--- src/design/dop_pkg.sv ---
// Shared types, codes and length-rule functions for the DHCP options parser.
// Depends on nothing; the step, queue and top files use it by scoped names.
package dop_pkg;

    localparam int unsigned RES_DEPTH = 4;
    localparam int unsigned RES_PTR_W = $clog2(RES_DEPTH);
    localparam int unsigned RES_CNT_W = $clog2(RES_DEPTH + 1);

    localparam logic [3:0] KIND_LEASE   = 4'd9;
    localparam logic [3:0] KIND_MSGTYPE = 4'd10;
    localparam logic [3:0] KIND_SERVER  = 4'd11;
    localparam logic [3:0] KIND_RENEW   = 4'd12;
    localparam logic [3:0] KIND_REBIND  = 4'd13;
    localparam logic [3:0] KIND_DONE    = 4'd14;
    localparam logic [3:0] KIND_NONE    = 4'd15;

    localparam logic [1:0] ST_END_SEEN   = 2'd0;
    localparam logic [1:0] ST_DGRAM_END  = 2'd1;
    localparam logic [1:0] ST_OVERRUN    = 2'd2;
    localparam logic [1:0] ST_BAD_LENGTH = 2'd3;

    localparam logic [7:0] CODE_PAD      = 8'd0;
    localparam logic [7:0] CODE_LEASE    = 8'd51;
    localparam logic [7:0] CODE_MSGTYPE  = 8'd53;
    localparam logic [7:0] CODE_SERVER   = 8'd54;
    localparam logic [7:0] CODE_RENEW    = 8'd58;
    localparam logic [7:0] CODE_REBIND   = 8'd59;
    localparam logic [7:0] CODE_END      = 8'd255;
    localparam logic [7:0] CODE_LAST_CHK = 8'd61;

    localparam logic [7:0] RULE_MULT4 = 8'h84;
    localparam logic [7:0] RULE_MULT2 = 8'h82;
    localparam logic [7:0] RULE_MULT1 = 8'h81;
    localparam logic [7:0] RULE_MIN1  = 8'h01;
    localparam logic [7:0] RULE_MIN2  = 8'h02;
    localparam logic [7:0] RULE_NONE  = 8'h00;

    typedef struct packed {
        logic [7:0] option_byte;
        logic       last_byte;
    } opt_item_t;

    typedef struct packed {
        logic [3:0]  kind;
        logic [31:0] value;
        logic [1:0]  status;
        logic        final_res;
    } res_item_t;

    typedef struct packed {
        logic [1:0] count;
        res_item_t  first;
        res_item_t  second;
    } res_push_t;

    function automatic logic [7:0] len_rule(input logic [7:0] code);
        logic [7:0] rule;
        unique case (code)
            8'd1, 8'd3, 8'd4, 8'd5, 8'd6, 8'd7, 8'd8, 8'd9: rule = RULE_MULT4;
            8'd2:  rule = RULE_MULT2;
            8'd15: rule = RULE_MIN1;
            8'd53: rule = RULE_MULT1;
            8'd54: rule = RULE_MULT4;
            8'd56: rule = RULE_MIN1;
            8'd57: rule = RULE_MULT2;
            8'd58: rule = RULE_MULT4;
            8'd59: rule = RULE_MULT4;
            8'd61: rule = RULE_MIN2;
            default: rule = RULE_NONE;
        endcase
        return rule;
    endfunction

    function automatic logic length_ok(input logic [7:0] code, input logic [7:0] len);
        logic [7:0] rule;
        logic       ok;
        rule = len_rule(code);
        if (code == CODE_PAD || code > CODE_LAST_CHK) begin
            ok = 1'b1;
        end
        else if (rule[7]) begin
            if (len == 8'd0) begin
                ok = 1'b0;
            end
            else begin
                unique case (rule[6:0])
                    7'd4:    ok = (len[1:0] == 2'd0);
                    7'd2:    ok = (len[0] == 1'b0);
                    default: ok = 1'b1;
                endcase
            end
        end
        else begin
            ok = (len >= rule);
        end
        return ok;
    endfunction

    function automatic logic [3:0] kind_of(input logic [7:0] code);
        logic [3:0] kind;
        if (code >= 8'd1 && code <= 8'd9) begin
            kind = 4'(code - 8'd1);
        end
        else begin
            unique case (code)
                CODE_LEASE:   kind = KIND_LEASE;
                CODE_MSGTYPE: kind = KIND_MSGTYPE;
                CODE_SERVER:  kind = KIND_SERVER;
                CODE_RENEW:   kind = KIND_RENEW;
                CODE_REBIND:  kind = KIND_REBIND;
                default:      kind = KIND_NONE;
            endcase
        end
        return kind;
    endfunction

endpackage

--- src/design/dop_if.sv ---
// Valid/ready channel interfaces for option bytes in and results out.
// Depends on nothing; the payload fields follow the parser's item layout.
interface dop_opt_if;
    logic       valid;
    logic       ready;
    logic [7:0] option_byte;
    logic       last_byte;

    modport source (output valid, output option_byte, output last_byte, input ready);
    modport sink (input valid, input option_byte, input last_byte, output ready);
endinterface

interface dop_res_if;
    logic        valid;
    logic        ready;
    logic [3:0]  kind;
    logic [31:0] value;
    logic [1:0]  status;
    logic        final_res;

    modport source (output valid, output kind, output value, output status,
                    output final_res, input ready);
    modport sink (input valid, input kind, input value, input status,
                  input final_res, output ready);
endinterface

--- src/design/dop_step.sv ---
// Option record walker: holds the parse state and turns one accepted byte
// into zero, one or two results. Depends on dop_pkg.
module dop_step (
    input  logic                clk,
    input  logic                rst_n,
    input  logic                accept,
    input  dop_pkg::opt_item_t  item,
    output dop_pkg::res_push_t  push
);

    typedef enum logic [1:0] {
        PH_CODE = 2'd0,
        PH_LEN  = 2'd1,
        PH_VAL  = 2'd2
    } phase_t;

    phase_t      phase_reg, phase_next;
    logic [7:0]  code_reg, code_next;
    logic [7:0]  left_reg, left_next;
    logic [31:0] gather_reg, gather_next;
    logic [2:0]  count_reg, count_next;
    logic        stopped_reg, stopped_next;

    function automatic logic [31:0] param_value(input logic [3:0] kind,
                                                input logic [31:0] g,
                                                input logic [2:0] n);
        logic [31:0] v;
        if (kind == dop_pkg::KIND_MSGTYPE) begin
            unique case (n)
                3'd1:    v = {24'd0, g[7:0]};
                3'd2:    v = {24'd0, g[15:8]};
                3'd3:    v = {24'd0, g[23:16]};
                3'd4:    v = {24'd0, g[31:24]};
                default: v = 32'd0;
            endcase
        end
        else begin
            unique case (n)
                3'd1:    v = {g[7:0], 24'd0};
                3'd2:    v = {g[15:0], 16'd0};
                3'd3:    v = {g[23:0], 8'd0};
                3'd4:    v = g;
                default: v = 32'd0;
            endcase
        end
        return v;
    endfunction

    function automatic dop_pkg::res_item_t done_item(input logic [1:0] st);
        dop_pkg::res_item_t r;
        r.kind      = dop_pkg::KIND_DONE;
        r.value     = 32'd0;
        r.status    = st;
        r.final_res = 1'b0;
        return r;
    endfunction

    always_comb
    begin
        logic [7:0]         b;
        logic               last;
        logic [3:0]         kind;
        logic               has_param;
        logic               has_done;
        logic [1:0]         done_st;
        logic               clear;
        logic [31:0]        g;
        logic [2:0]         c;
        logic [7:0]         left;
        dop_pkg::res_item_t p;

        b         = item.option_byte;
        last      = item.last_byte;
        kind      = dop_pkg::kind_of(code_reg);
        has_param = 1'b0;
        has_done  = 1'b0;
        done_st   = dop_pkg::ST_END_SEEN;
        clear     = 1'b0;
        g         = gather_reg;
        c         = count_reg;
        left      = left_reg - 8'd1;
        p         = '0;

        phase_next   = phase_reg;
        code_next    = code_reg;
        left_next    = left_reg;
        gather_next  = gather_reg;
        count_next   = count_reg;
        stopped_next = stopped_reg;

        if (accept) begin
            if (stopped_reg) begin
                if (last) begin
                    stopped_next = 1'b0;
                    clear        = 1'b1;
                end
            end
            else begin
                unique case (phase_reg)
                    PH_LEN:
                    begin
                        if (last && b != 8'd0) begin
                            has_done = 1'b1;
                            done_st  = dop_pkg::ST_OVERRUN;
                        end
                        else if (!dop_pkg::length_ok(code_reg, b)) begin
                            has_done = 1'b1;
                            done_st  = dop_pkg::ST_BAD_LENGTH;
                        end
                        else if (b == 8'd0) begin
                            has_param = (kind != dop_pkg::KIND_NONE);
                            p.kind    = kind;
                            clear     = 1'b1;
                            if (last) begin
                                has_done = 1'b1;
                                done_st  = dop_pkg::ST_DGRAM_END;
                            end
                        end
                        else begin
                            left_next   = b;
                            gather_next = 32'd0;
                            count_next  = 3'd0;
                            phase_next  = PH_VAL;
                        end
                    end
                    PH_VAL:
                    begin
                        if (count_reg < 3'd4) begin
                            g = {gather_reg[23:0], b};
                            c = count_reg + 3'd1;
                        end
                        if (left == 8'd0) begin
                            has_param = (kind != dop_pkg::KIND_NONE);
                            p.kind    = kind;
                            p.value   = param_value(kind, g, c);
                            clear     = 1'b1;
                            if (last) begin
                                has_done = 1'b1;
                                done_st  = dop_pkg::ST_DGRAM_END;
                            end
                        end
                        else begin
                            gather_next = g;
                            count_next  = c;
                            left_next   = left;
                            if (last) begin
                                has_done = 1'b1;
                                done_st  = dop_pkg::ST_OVERRUN;
                            end
                        end
                    end
                    default:
                    begin
                        if (b == dop_pkg::CODE_PAD) begin
                            if (last) begin
                                has_done = 1'b1;
                                done_st  = dop_pkg::ST_DGRAM_END;
                            end
                        end
                        else if (b == dop_pkg::CODE_END) begin
                            has_done = 1'b1;
                            done_st  = dop_pkg::ST_END_SEEN;
                        end
                        else begin
                            code_next  = b;
                            phase_next = PH_LEN;
                            if (last) begin
                                has_done = 1'b1;
                                done_st  = dop_pkg::ST_OVERRUN;
                            end
                        end
                    end
                endcase
                if (has_done) begin
                    clear        = 1'b1;
                    stopped_next = !last;
                end
            end
        end

        if (clear) begin
            phase_next  = PH_CODE;
            code_next   = 8'd0;
            left_next   = 8'd0;
            gather_next = 32'd0;
            count_next  = 3'd0;
        end

        push = '0;
        if (has_param) begin
            push.first = p;
            if (has_done) begin
                push.second           = done_item(done_st);
                push.second.final_res = 1'b1;
                push.count            = 2'd2;
            end
            else begin
                push.first.final_res = 1'b1;
                push.count           = 2'd1;
            end
        end
        else if (has_done) begin
            push.first           = done_item(done_st);
            push.first.final_res = 1'b1;
            push.count           = 2'd1;
        end
    end

    always_ff @(posedge clk or negedge rst_n)
    begin
        if (!rst_n) begin
            phase_reg   <= PH_CODE;
            code_reg    <= 8'd0;
            left_reg    <= 8'd0;
            gather_reg  <= 32'd0;
            count_reg   <= 3'd0;
            stopped_reg <= 1'b0;
        end
        else begin
            phase_reg   <= phase_next;
            code_reg    <= code_next;
            left_reg    <= left_next;
            gather_reg  <= gather_next;
            count_reg   <= count_next;
            stopped_reg <= stopped_next;
        end
    end

endmodule

--- src/design/dop_res_queue.sv ---
// Small result queue that takes up to two results per cycle and hands out
// one per transfer. Depends on dop_pkg.
module dop_res_queue (
    input  logic               clk,
    input  logic               rst_n,
    input  dop_pkg::res_push_t push,
    output logic               room,
    output logic               out_valid,
    input  logic               out_ready,
    output dop_pkg::res_item_t out_item
);

    dop_pkg::res_item_t mem [dop_pkg::RES_DEPTH];

    logic [dop_pkg::RES_PTR_W-1:0] wr_reg, wr_next;
    logic [dop_pkg::RES_PTR_W-1:0] rd_reg, rd_next;
    logic [dop_pkg::RES_CNT_W-1:0] cnt_reg, cnt_next;
    logic                          pop;

    assign out_valid = (cnt_reg != '0);
    assign out_item  = mem[rd_reg];
    assign pop       = out_valid && out_ready;
    assign room      = (cnt_reg <= dop_pkg::RES_CNT_W'(dop_pkg::RES_DEPTH - 2));

    always_comb
    begin
        wr_next  = wr_reg + dop_pkg::RES_PTR_W'(push.count);
        rd_next  = pop ? rd_reg + 1'b1 : rd_reg;
        cnt_next = cnt_reg + dop_pkg::RES_CNT_W'(push.count)
                   - dop_pkg::RES_CNT_W'(pop);
    end

    always_ff @(posedge clk)
    begin
        if (push.count != 2'd0) begin
            mem[wr_reg] <= push.first;
        end
        if (push.count == 2'd2) begin
            mem[wr_reg + 1'b1] <= push.second;
        end
    end

    always_ff @(posedge clk or negedge rst_n)
    begin
        if (!rst_n) begin
            wr_reg  <= '0;
            rd_reg  <= '0;
            cnt_reg <= '0;
        end
        else begin
            wr_reg  <= wr_next;
            rd_reg  <= rd_next;
            cnt_reg <= cnt_next;
        end
    end

endmodule

--- src/design/dhcp_option_parser.sv ---
// DHCP options area parser: one option byte per transfer in, parameter and
// done results out. Depends on dop_pkg, dop_if, dop_step and dop_res_queue.
// Results wait in the four-entry result queue; bytes are taken only while it holds two or fewer.
// Throughput: one byte per cycle while there is room; the queue absorbs bytes giving two results.
// Reset clears the parse state and empties the result queue.
module dhcp_option_parser (
    input  logic             clk,
    input  logic             rst_n,
    dop_opt_if.sink          options,
    dop_res_if.source        results
);

    dop_pkg::opt_item_t item;
    dop_pkg::res_push_t push;
    dop_pkg::res_item_t out_item;
    logic               room;
    logic               accept;

    assign item.option_byte = options.option_byte;
    assign item.last_byte   = options.last_byte;
    assign options.ready    = room;
    assign accept           = options.valid && room;

    dop_step u_step (
        .clk    (clk),
        .rst_n  (rst_n),
        .accept (accept),
        .item   (item),
        .push   (push)
    );

    dop_res_queue u_queue (
        .clk       (clk),
        .rst_n     (rst_n),
        .push      (push),
        .room      (room),
        .out_valid (results.valid),
        .out_ready (results.ready),
        .out_item  (out_item)
    );

    assign results.kind      = out_item.kind;
    assign results.value     = out_item.value;
    assign results.status    = out_item.status;
    assign results.final_res = out_item.final_res;

endmodule

--- src/flat_wrapper.sv ---
// flat-port wrapper written by rule: the top's interface ports become plain ports
module dhcp_option_parser_flat 
  (clk, rst_n, options_valid, options_option_byte, options_last_byte, options_ready, results_valid, results_kind, results_value, results_status, results_final_res, results_ready);
  dop_opt_if options_i ();
  dop_res_if results_i ();
  input  logic clk;
  input  logic rst_n;
  input wire logic [$bits(options_i.valid)-1:0] options_valid;
  input wire logic [$bits(options_i.option_byte)-1:0] options_option_byte;
  input wire logic [$bits(options_i.last_byte)-1:0] options_last_byte;
  output wire logic [$bits(options_i.ready)-1:0] options_ready;
  output wire logic [$bits(results_i.valid)-1:0] results_valid;
  output wire logic [$bits(results_i.kind)-1:0] results_kind;
  output wire logic [$bits(results_i.value)-1:0] results_value;
  output wire logic [$bits(results_i.status)-1:0] results_status;
  output wire logic [$bits(results_i.final_res)-1:0] results_final_res;
  input wire logic [$bits(results_i.ready)-1:0] results_ready;
  assign options_i.valid = options_valid;
  assign options_i.option_byte = options_option_byte;
  assign options_i.last_byte = options_last_byte;
  assign options_ready = options_i.ready;
  assign results_valid = results_i.valid;
  assign results_kind = results_i.kind;
  assign results_value = results_i.value;
  assign results_status = results_i.status;
  assign results_final_res = results_i.final_res;
  assign results_i.ready = results_ready;
  dhcp_option_parser u_core (.clk(clk), .rst_n(rst_n), .options(options_i), .results(results_i));
endmodule
--- config.mk ---
export PLATFORM = sky130hd
export DESIGN_NAME = dhcp_option_parser_flat
export DESIGN_NICKNAME = d
export VERILOG_FILES = /design/src/design/dop_pkg.sv /design/src/design/dop_if.sv /design/src/design/dop_step.sv /design/src/design/dop_res_queue.sv /design/src/design/dhcp_option_parser.sv /design/src/flat_wrapper.sv
export SDC_FILE = /design/constraint.sdc
export NUM_CORES = 1
export LEC_CHECK = 0
export BUFFER_PORTS_ARGS = -buffer_cell sky130_fd_sc_hd__buf_2
export CORE_MARGIN = 2
export CORE_UTILIZATION = 60
export CTS_BUF_LIST = sky130_fd_sc_hd__clkbuf_16
export CTS_CLUSTER_DIAMETER = 60
export DETAILED_ROUTE_END_ITERATION = 10
export GPL_TIMING_DRIVEN = 0
export PLACE_DENSITY = 0.75
export SYNTH_ARGS = -nofsm -noshare
export SYNTH_HDL_FRONTEND = slang
export SYNTH_SLANG_ARGS = --single-unit
--- constraint.sdc ---
create_clock -name clk -period 8.4 [get_ports clk]
set_clock_uncertainty 0.2 [all_clocks]
set_input_delay 0.42 -clock clk [delete_from_list [all_inputs] [get_ports clk]]
set_output_delay 0.42 -clock clk [all_outputs]
set_load 0.05 [all_outputs]
[Word-level counts from Yosys, hierarchy flattened]
Memory sizes are Yosys's and may differ from the RTL's.
Cells that the tools add are included.
Storage, ports and cells
  bits in registers: 61
  RAM bits: 156
  bits in read-only memories: 256
  bits of input ports: 13
  output and inout bits: 41
  logic and storage cells: 195
  memories: 2
Cells by class
  add/subtract/negate cells: 8
  magnitude comparators: 6
  equality and inequality tests: 29
  multiplexer cells: 120
  bitwise operators: 1
  reductions and logical operators: 20
Memories
  (name not given): depth 64, width 4, rd ports 1, clocked after memory_dff 0, wr ports 0, RTL line dop_pkg.sv:58  | unique case (code)
  u_core.u_queue.mem: depth 4, width 39, rd ports 1, clocked after memory_dff 0, wr ports 2, RTL line dop_res_queue.sv:13  | dop_pkg::res_item_t mem [dop_pkg::RES_DEPTH];
Operator list (number)
  2-to-1 mux 32 bit: 10
  2-to-1 mux 8 bit: 18
  case mux 32 bit (4 select lines): 1
  2-to-1 mux 36 bit: 3
  2-to-1 mux 39 bit: 2
  case mux 32 bit (2 select lines): 1
  2-to-1 mux 41 bit: 1
  equality test 8 x 6 -> 1 bit, second input constant: 5
  2-to-1 mux 1 bit: 40
  2-to-1 mux 40 bit: 1
  2-to-1 mux 2 bit: 17
  2-to-1 mux 3 bit: 11
  case mux 8 bit (4 select lines): 1
  logical NOT 8 bit: 3
  2-to-1 mux 4 bit: 4
  case mux 8 bit (2 select lines): 1
  case mux 3 bit (5 select lines): 1
  != test 3 bit, second input constant: 4
  equality test 8 bit, second input constant: 1
  >= comparator 8 x 1 -> 1 bit, second input constant: 1
  >= comparator 8 bit: 1
  greater-than comparator 8 x 6 -> 1 bit, second input constant: 1
  less-or-equal comparator 8 x 4 -> 1 bit, second input constant: 1
  != test 2 x 1 -> 1 bit, second input constant: 4
  37 further kinds: 51

[Longest topological paths before layout]
Gate-level depths: netlist of the first run.
  depth in word-level cells: 27
  gate-level depth with buffers: 24

[Modules after synthesis]
A second synthesis of the first run with hierarchy kept.
Second synthesis, totals
  cells, all modules: 956
  area, all modules: 12726.0 um^2
Modules (own cells, without submodules)
  dop_res_queue: instances 1, cells an instance 417, area an instance 7971.4 um^2
  dop_step: instances 1, cells an instance 538, area an instance 4748.3 um^2
  dhcp_option_parser: instances 1, cells an instance 1, area an instance 6.3 um^2

[Worst setup path after synthesis of the first run]
No wires, ideal clock.
  kind: register -> register
  start: register u_core.u_step.code_reg[2]
  end: memory u_core.u_queue.mem[1][0] in the netlist's numbering (enable)
  library setup time: 0.277 ns
  arrival time: 4.118 ns
  slack: 3.805 ns
  cell stages (with the launch flop): 24
  period minus slack after synthesis: 4.595 ns
  cell sequence: dfrtp_1 -> buf_4 -> clkbuf_1 -> inv_1 -> nand3_1 -> a21oi_1 -> a41oi_1 -> inv_1 -> ha_1 -> nor3b_1 -> o211a_1 -> nor4_1 -> nor2_1 -> o211a_2 -> o31ai_1 -> nor3_1 -> ha_1 -> inv_1 -> nor2_1 -> or2_2 -> nand2b_1 -> clkbuf_1 -> clkbuf_1 -> inv_1
RTL lines
  from (decl): RTL line dop_step.sv:18  | logic [7:0] code_reg, code_next;
  from (signal assigned): RTL line dop_step.sv:221  | code_reg <= code_next;
  to (decl): RTL line dop_res_queue.sv:13

==> summary by stage, run 1 <==
Run status
The flow ran to the end, and the final reports show no timing, DRC or antenna violations.

Synthesis
The share of the Yosys chip area taken by registers is 45.9%. The share of async-settable or async-resettable flops after synthesis is 28.1%. For this run, the number of Yosys warnings is 0.

The most used flip-flop cell after synthesis is sky130_fd_sc_hd__dfxtp_1. Counting flops with a built-in enable in the synthesized netlist gives 24. The post-synthesis net count is 1,076. The per-instance average area after synthesis is 10.2 sq um. Yosys attributes the largest share of cell area to sky130_fd_sc_hd__dfxtp_1 (25%), sky130_fd_sc_hd__dfrtp_1 (14%), sky130_fd_sc_hd__mux4_2 (8.3%), sky130_fd_sc_hd__a22o_1 (8.0%), sky130_fd_sc_hd__edfxtp_1 (6.8%). Of the post-synthesis cell area, the dominant cell type holds 24.8%. sky130_fd_sc_hd__nand2_1 is the most common cell in the netlist. sky130_fd_sc_hd__dfxtp_1 takes more of the synthesized area than any other cell. The number of distinct standard cells referenced by the synthesized netlist is 77. By count the netlist is led by sky130_fd_sc_hd__nand2_1 (146), sky130_fd_sc_hd__dfxtp_1 (132), sky130_fd_sc_hd__a22o_1 (97), sky130_fd_sc_hd__o21ai_0 (78), sky130_fd_sc_hd__dfrtp_1 (61). After technology mapping, the gate count stands at 1,040. The synthesized design contains 217 register bits. The cell area after technology mapping is 10,600 sq um.

Critical path
The data arrival time of the critical path is 5.84 ns. For this run, the slowest stage of the critical path takes 0.54 ns. The critical path runs through a total of 23 cells. Data on the critical path is required at its endpoint by 8.42 ns. In this design, the critical path's most frequently occurring cell is sky130_fd_sc_hd__inv_1. STA classifies the critical path endpoint as a flip-flop. The signal on the critical path passes through buf_4 > clkbuf_1 > inv_1 > nand3_1 > a21oi_1 > a41oi_1 > inv_1 > ha_1 > nor3b_1 > o211a_1 > nor4_1 > nor2_1 > o211a_2 > o31ai_1 > nor3_1 > ha_1 > inv_1 > nor2_1 > or2_2 > nand2b_1 > clkbuf_1 > clkbuf_1 > inv_1.

On the critical path, the stage with the largest delay is an instance of sky130_fd_sc_hd__clkbuf_1. The setup path with the least slack is of type flip-flop to flip-flop. The worst setup path is launched from a flip-flop. Counting both buffers and inverters, the worst setup path holds a total of 8. Along the worst path, the maximum fanout reaches 10. The count of cells along the worst register-to-register path is 23. Grouping stages by cell kind, the critical path spends the most delay in buffers and inverters.

Pwr
The areal power density over the cells is 297 nW/um^2. The cell-internal power is 2.19 mW. The standby leakage power is 4.66 nW. The relative contribution of sequential cells to total power is 34.7%. The switching power summed over all nets is 1.36 mW. The fraction of power spent switching nets is 38.3%. Of the total power, combinational logic draws 36.1%.

The design draws 3.55 mW. The relative contribution of the clock network to total power is 29.2%. VDD sags by at most 0.203 mV.

Timing
Measured against its own limit, the worst slew margin works out to 26.7%. At the pin with the least slew margin, the transition time is 1.10 ns. Adding up every negative setup slack in the final design gives 0 ns. The final worst-path cycle share is 69.4%. The number of max-slew violations in the final report is 0. The number of endpoints with negative hold slack in the final report came to 0.

The post-layout minimum cycle time is 5.83 ns. Derived from the worst setup path, the maximum achievable clock frequency is 172 MHz. The number of failing setup endpoints in the final timing report is 0.

The least setup slack across all paths after layout is 2.57 ns. Setup repair after global routing left no endpoint under its margin.

Clocking
The post-CTS repair timing setup buffer count is 0. The number of clock sinks is 217. The number of buffers created by CTS is 24. The CTS tree is yes. The deepest clock path buffer count is 3. After clock tree synthesis, the clock-pin slew on the worst setup and hold paths is 0.06 ns. The root buffer cell chosen for the clock tree is sky130_fd_sc_hd__clkbuf_16. The count of cells resized by post-cts repair is 0. At the later pin of the worst-skew pair, clock insertion delay measures 0.53 ns. CTS built an H-tree with a depth of 1.

Routing
Across all layers, the routed design uses 8,827 vias. The first routing iteration left 780 violations. Wires add up to 29.4 mm.

The first detailed-routing pass took 7 iterations. The count of nets left with antenna violations once routing finished came out at 0. The mean routed wirelength per cell is 21.7 um. The mean number of vias per cell is 6.50. The count of unresolved DRC violations after routing is 0.

Place
The global placement routability congestion is 0.888. The number of placed cells counting well taps is 1,313. The setup slack after placement is 2.70 ns. The half-perimeter wire length of the detailed placement result is 20.5 mm. The count of buffers added on input and output ports is 48.

Global routing
The global routing's busiest layer is met2. For met3 alone, demand over resource in global routing was 6.25%. The first global-routing pass estimated 46.0 mm of wire. For this run, global-route usage on met2 was measured as 51.5%. The number of global-route vias before repair was 8,408. The met1 global-route usage is 43.0%. The number of antenna violations at the first check in global routing is 0. The global-route total usage across every layer is 31.6%. Summed over all layers, the global routing overflow is 0.

The largest net degree at the start of global routing is 62.

Floorplan
For this configuration, the core starts out at a cell density of 61.5%. The total area inside the core boundary comes to 17,300 sq um. The floorplan has 48 rows. The area of the die is 18,800 sq um.

The top-level port count is 54. The vertical die dimension is 137 um. The die is 137 um wide.

Layout
The utilization after layout is 69.1%. Cells with a size suffix above 1 make up 15.3% of the layout. For this run, the number of standard cells in the final layout without fillers is 1,357. The number of diodes is 0. The register area is 4890 sq um. The final layout contains 1,151 nets.

Fill cells in the final layout number 1,362. Summing all multi-input logic gate instances after layout gives 5290 sq um. The layout overhead on the synthesized area is 12.2%.

The register with the most flip-flops in the layout has 156 of them.

Flow run
The tool flagged a number of max-cap violations equal to 0.

Hold path
The type of the most critical hold path is input pin to flip-flop. The number of cells traversed by the worst hold path is 3.
power by group through the flow:
stage | clock (mW) | sequential, mW | combinational [mW]
2_1_floorplan | 0 | 1.22 | 0.971
3_3_place_gp | 0 | 1.24 | 1.24
3_5_place_dp | 0 | 1.25 | 1.26
4_1_cts | 1.04 | 1.23 | 1.27
5_1_grt | 1.08 | 1.24 | 1.41
6_report | 1.04 | 1.23 | 1.28
layer usage:
layer / routed length, um / up-vias
met5: 0 / -
met2: 13800 / 372
li1: - / 4042
met4: 920 / 0
met1: 12500 / 4340
met3: 2170 / 73
cell type report:
cell class,count,share of cell area [%]
Inverter,28,0.880
Clock inverter,19,1.40
Clock buffer,24,5.03
Buffer,75,2.99
Sequential cell,217,40.9
Multi-Input combinational cell,720,44.3
Timing Repair Buffer,49,2.12
Tap cell,225,2.36
tightest hold or removal path: cells and delay by family:
kind	cells	cell delay [ns]
xor+xnor	1	0.09
buf+inv	1	0.07
simple gates	1	0.22
logic make-up after synthesis:
family | share of synthesized area [%]
AOI/OAI and AO/OA | 21.0
xor gates and xnor gates | 0.658
adders and majority gates | 2.77
buffers and inverters | 4.34
DFF | 45.9
muxes | 11.5
and+or+nand+nor | 13.8
worst paths after layout:
path	from	to	slack [ns]
setup / recovery	u_core.u_step.code_reg[2]	u_core.u_queue.mem[1][2]	2.57
min in group asynchronous	rst_n	u_core.u_step.gather_reg[23]	0.33
max in group asynchronous	rst_n	u_core.u_queue.cnt_reg[0]	7.08
setup reg to reg	u_core.u_step.code_reg[2]	u_core.u_queue.mem[1][2]	2.57
hold / removal	results_ready	u_core.u_queue.rd_reg[0]	0.12
hold reg to reg	u_core.u_queue.mem[3][21]	u_core.u_queue.mem[3][21]	0.25
stage by stage:
stage / hold slack [ns] / cell area [sq um]
finish: 0.120 / 11900
global route: 0.124 / 11900
CTS: 0.0939 / 11900
detailed placement: 0.237 / 11200
global placement: 0.229 / 11200
floorplan: -0.0756 / 10600
placed cells by master, fill, tap and decap left out, types with 11 or more instances in the layout:
cell,netlist,final
sky130_fd_sc_hd__a21oi_1,39,39
sky130_fd_sc_hd__a221oi_1,16,16
sky130_fd_sc_hd__a22o_1,97,97
sky130_fd_sc_hd__a31oi_1,15,15
sky130_fd_sc_hd__buf_2,9,56
sky130_fd_sc_hd__clkbuf_1,46,46
sky130_fd_sc_hd__clkbuf_16,0,24
sky130_fd_sc_hd__dfrtp_1,61,61
sky130_fd_sc_hd__dfxtp_1,132,132
sky130_fd_sc_hd__edfxtp_1,24,24
sky130_fd_sc_hd__ha_1,22,22
sky130_fd_sc_hd__inv_1,27,32
sky130_fd_sc_hd__mux2i_1,25,25
sky130_fd_sc_hd__mux4_2,39,39
sky130_fd_sc_hd__nand2_1,146,146
sky130_fd_sc_hd__nor2_1,52,52
sky130_fd_sc_hd__nor2b_1,11,11
sky130_fd_sc_hd__nor3_1,13,13
sky130_fd_sc_hd__o21ai_0,78,78
sky130_fd_sc_hd__o21ai_1,14,14
timing repair:
item	4_1_cts	5_1_grt
endpoints found under the setup margin	0	0
endpoints found under the hold margin	61	0
hold buffers	1	0
No activity file was read; power rests on OpenSTA's default activity.
==> run 2, diff against run 1 <==
--- a/config.mk
+++ b/config.mk
@@ -7,12 +7,12 @@
 export LEC_CHECK = 0
 export BUFFER_PORTS_ARGS = -buffer_cell sky130_fd_sc_hd__buf_2
 export CORE_MARGIN = 2
-export CORE_UTILIZATION = 60
+export CORE_UTILIZATION = 56
 export CTS_BUF_LIST = sky130_fd_sc_hd__clkbuf_16
 export CTS_CLUSTER_DIAMETER = 60
 export DETAILED_ROUTE_END_ITERATION = 10
 export GPL_TIMING_DRIVEN = 0
-export PLACE_DENSITY = 0.75
+export PLACE_DENSITY = 0.74
 export SYNTH_ARGS = -nofsm -noshare
 export SYNTH_HDL_FRONTEND = slang
 export SYNTH_SLANG_ARGS = --single-unit
==> constraint.sdc (replaced) <==
create_clock -name clk -period 4.75 [get_ports clk]
set_clock_uncertainty 0.2 [all_clocks]
set_input_delay 0.2375 -clock clk [delete_from_list [all_inputs] [get_ports clk]]
set_output_delay 0.2375 -clock clk [all_outputs]
set_load 0.05 [all_outputs]
==> run 2 against run 1 <==
Compared with the run above:
- first-iteration DRC count grew 7.4%
- die area grew 6.9%
- worst setup slack lost 2.4 ns
- maximum frequency grew 28%
- cell area grew 1.5%
- worst hold slack lost 0.11 ns
- non-clock buffer count grew 5
- largest cell class unchanged
- sequential cell count is the same
- critical path depth shrank 4
- largest power group unchanged
- wire length shrank 0.26%
- clock-buffer cell count grew 1
==> summary by stage, run 2 (same netlist as run 1, synthesis figures left out) <==
Routing
The routed wire length is 29.3 mm. The total length of routed met3 wires is 2.35 mm. For this run, the detailed router's first-pass iteration total came to 5. The routed layout has 8,766 vias. The highest signal layer in the routed design is met4. The routed metal-1 wire length is 12.7 mm. The mean number of vias per cell is 6.40.

The remaining antenna violation count is 0. The mean routed wirelength per cell is 21.4 um. In the detailed route, the total length drawn on met2 is 13.3 mm. The number of violations reported at the end of detailed-routing iteration 0 is 838. The count of unresolved DRC violations after routing is 0.

Critical path
The worst setup path category is flip-flop to flip-flop. The worst setup path is launched from a flip-flop. Data on the critical path arrives at its endpoint at 4.60 ns.

The startpoint of the worst-slack reg-to-reg timing path is u_core.u_step.code_reg[3]. STA classifies the critical path endpoint as a flip-flop. The cell type of the slowest stage on the worst timing path is sky130_fd_sc_hd__or2_2. Of all nets on the critical path, the largest fanout is 10.

On the worst path, the slowest cell contributes a delay of 0.39 ns. Walking the worst path, the cells encountered are buf_4 > buf_4 > nand3b_1 > a21oi_1 > a41oi_2 > inv_1 > ha_1 > nor3b_1 > o211a_1 > nor4_4 > o2111a_2 > o221a_2 > ha_2 > inv_1 > nor2_4 > or2_2 > nand2b_4 > clkbuf_8 > clkinvlp_4. The worst register-to-register path has a setup slack of 0.19 ns.

For the worst setup path, the data required time is 4.79 ns. In this run the critical register-to-register path is captured at u_core.u_queue.mem[1][37]. Counting cells, the worst reg-to-reg path comes to 19.

Global routing
After global routing the overflow that remains totals 0. The number of antenna violations at the first check in global routing is 0. The global-route total usage across every layer is 29.4%. The global-route wire length before repair is 45.9 mm. Entering global routing, the biggest net connects 62 pins. The number of global-route vias before repair is 8,401.

Pwr
Combinational logic is responsible for 37.7% of the overall power. For this design the total switching power over the nets is 2.45 mW. Net switching is 39.3% of the power. Summed over all cells, the static leakage comes to 4.71 nW. The relative contribution of the clock network to total power is 27.2%. Registers are responsible for 35.1% of the overall power. Dividing total power by cell area gives a power density of 514 nW/um^2. Across the VDD grid, the largest voltage drop is 0.328 mV.

Cell internal power was estimated by the tool at 3.78 mW.

Layout
The number of diodes is 0. The design area is 12,100 sq um. For this run, the share of the core covered by cells in the final layout is 64.8%. The most common cell after layout, fill and taps aside is sky130_fd_sc_hd__nand2_1.

The share of layout cells above drive strength 1 is 18.2%. The number of nets in the layout is 1,155. The finished layout holds 1,370 standard cells, fillers aside. The library cells used most frequently in the layout, excluding fill and tap cells, are sky130_fd_sc_hd__nand2_1 (145), sky130_fd_sc_hd__dfxtp_1 (132), sky130_fd_sc_hd__a22o_1 (97), sky130_fd_sc_hd__o21ai_0 (78), sky130_fd_sc_hd__dfrtp_1 (59). Compared with the post-synthesis result, the final layout area differs by 13.9%. The number of fill cells in the layout is 1,481. The register with the most flip-flops in the layout has 156 of them.

Floorplan
The standard-cell row count is 50. The initial core utilization is 56.9%. Measured along the x axis, the die boundary spans 142 um.

Pin placement for this block handled 54 I/O pins. The vertical die dimension is 142 um. The core footprint is 18,700 sq um.

The area of the die is 20,100 sq um.

Clocking
The clock transition at the register clock pins on the worst setup and hold paths after CTS is 0.06 ns. The root buffer cell is sky130_fd_sc_hd__clkbuf_16. In this run the number of H-tree levels came out at 1. The number of buffers created by CTS is 23.

The number of clock sinks is 217. The clock reaches the later pin of the worst-skew pair after 0.53 ns. TritonCTS built the clock tree. The deepest clock path buffer count is 3.

Timing
The number of endpoints with negative hold slack in the final report was 0. Setup violations remaining at the end of the flow were counted as 0. The final worst-path cycle share is 96.1%. Setup repair after global routing could not meet its margin everywhere. The worst path needs 4.56 ns of the cycle, external delays included.

The fmax is 219 MHz. In the final timing run, aggregate negative setup slack is 0 ns. Headroom to the max-slew limit came out at 36.5%.

At the pin with the least slew margin, the transition time is 0.953 ns. The number of max-slew violations in the final report is 0.

Hold path
The number of cells traversed by the worst hold path is 3. The path with the worst hold slack has its endpoint at u_core.u_step.code_reg[6]. The worst hold path belongs to the class input pin to flip-flop. The worst hold path begins at options_option_byte[6].

Flow run
The max capacitance violation total is 0.

Place
Routability-driven placement finished with a final weighted congestion of 0.930. The number of placed cells counting well taps is 1,322. Detailed placement ended at an HPWL of 20.3 mm. The quantity of I/O buffers inserted on ports is 48.

The post-place instance area is 11,200 sq um.

Run status
The flow ran to the end, and the final reports show no timing, DRC or antenna violations.
## run 2: cell types whose count changed in the layout (fill, tap and decap cells not counted), sizes merged
cell and change:
buf +9, bufinv -3, clkbuf -5, clkinv -4, clkinvlp +3, dlygate4sd3 +2
inv +2
## run 2: through the flow
step | total power [mW] | setup WS (ns) | hold WS [ns]
CTS | 6.15 | 0.00125 | 0.0102
global placement | 4.41 | -0.949 | 0.230
finish | 6.24 | 0.187 | 0.0120
detailed placement | 4.44 | -1.05 | 0.191
floorplan | 3.87 | 0.155 | -0.258
global route | 6.53 | -0.0104 | 0.0586
## run 2: layout make-up
class | instances | area, sq um | area share, %
sequential | 217 | 4890 | 40.4
inverter | 28 | 116 | 0.960
clock buffer | 25 | 626 | 5.16
timing repair buffer | 56 | 310 | 2.56
clock inverter | 17 | 86.3 | 0.712
tap | 234 | 293 | 2.42
buffer | 73 | 390 | 3.22
multi-input combinational | 720 | 5410 | 44.6
## run 2: repair_timing
item | 4_1_cts | 5_1_grt
setup endpoints to repair | 173 | 175
endpoints found under the hold margin | 63 | 0
resized for setup | 28 | 35
hold buffers | 3 | 0
pin swaps | 1 | 0
buffers inserted | 2 | 3
## run 2: power groups by stage
stage	combinational, mW	clock (mW)	sequential [mW]
after CTS	2.27	1.70	2.18
final	2.35	1.69	2.19
after detailed placement	2.23	0	2.21
after floorplan	1.72	0	2.15
after global routing	2.54	1.78	2.21
after global placement	2.21	0	2.21
## run 2: worst max path at each step
stage	start	end	slack (ns)	cells past startpoint
floorplan	u_core.u_step.code_reg[2]	u_core.u_queue.mem[1][0]	0.16	23
global placement	u_core.u_step.code_reg[2]	u_core.u_queue.mem[1][0]	-0.95	23
detailed placement	u_core.u_step.code_reg[2]	u_core.u_queue.mem[1][0]	-1.05	23
CTS	u_core.u_step.code_reg[0]	u_core.u_queue.mem[3][28]	0.001	20
global route	u_core.u_step.code_reg[4]	u_core.u_queue.mem[0][2]	-0.01	16
finish	u_core.u_step.code_reg[3]	u_core.u_queue.mem[1][37]	0.19	19
## run 2: layer usage
metal	vias to the layer above	global-route usage (%)
met5	-	0
met4	0	10.5
met3	80	4.79
met2	417	46.1
met1	4223	41.5
li1	4046	-
## run 2: critical path, delay by kind of cell (launching register included)
kind / cells / cell delay [ns]
AO/OA/AOI/OAI: 5 / 1.18
adder cells (fa/ha/maj): 2 / 0.50
buffers and inverters: 6 / 1.00
flip-flops: 1 / 0.38
AND/OR/NAND/NOR: 6 / 0.99
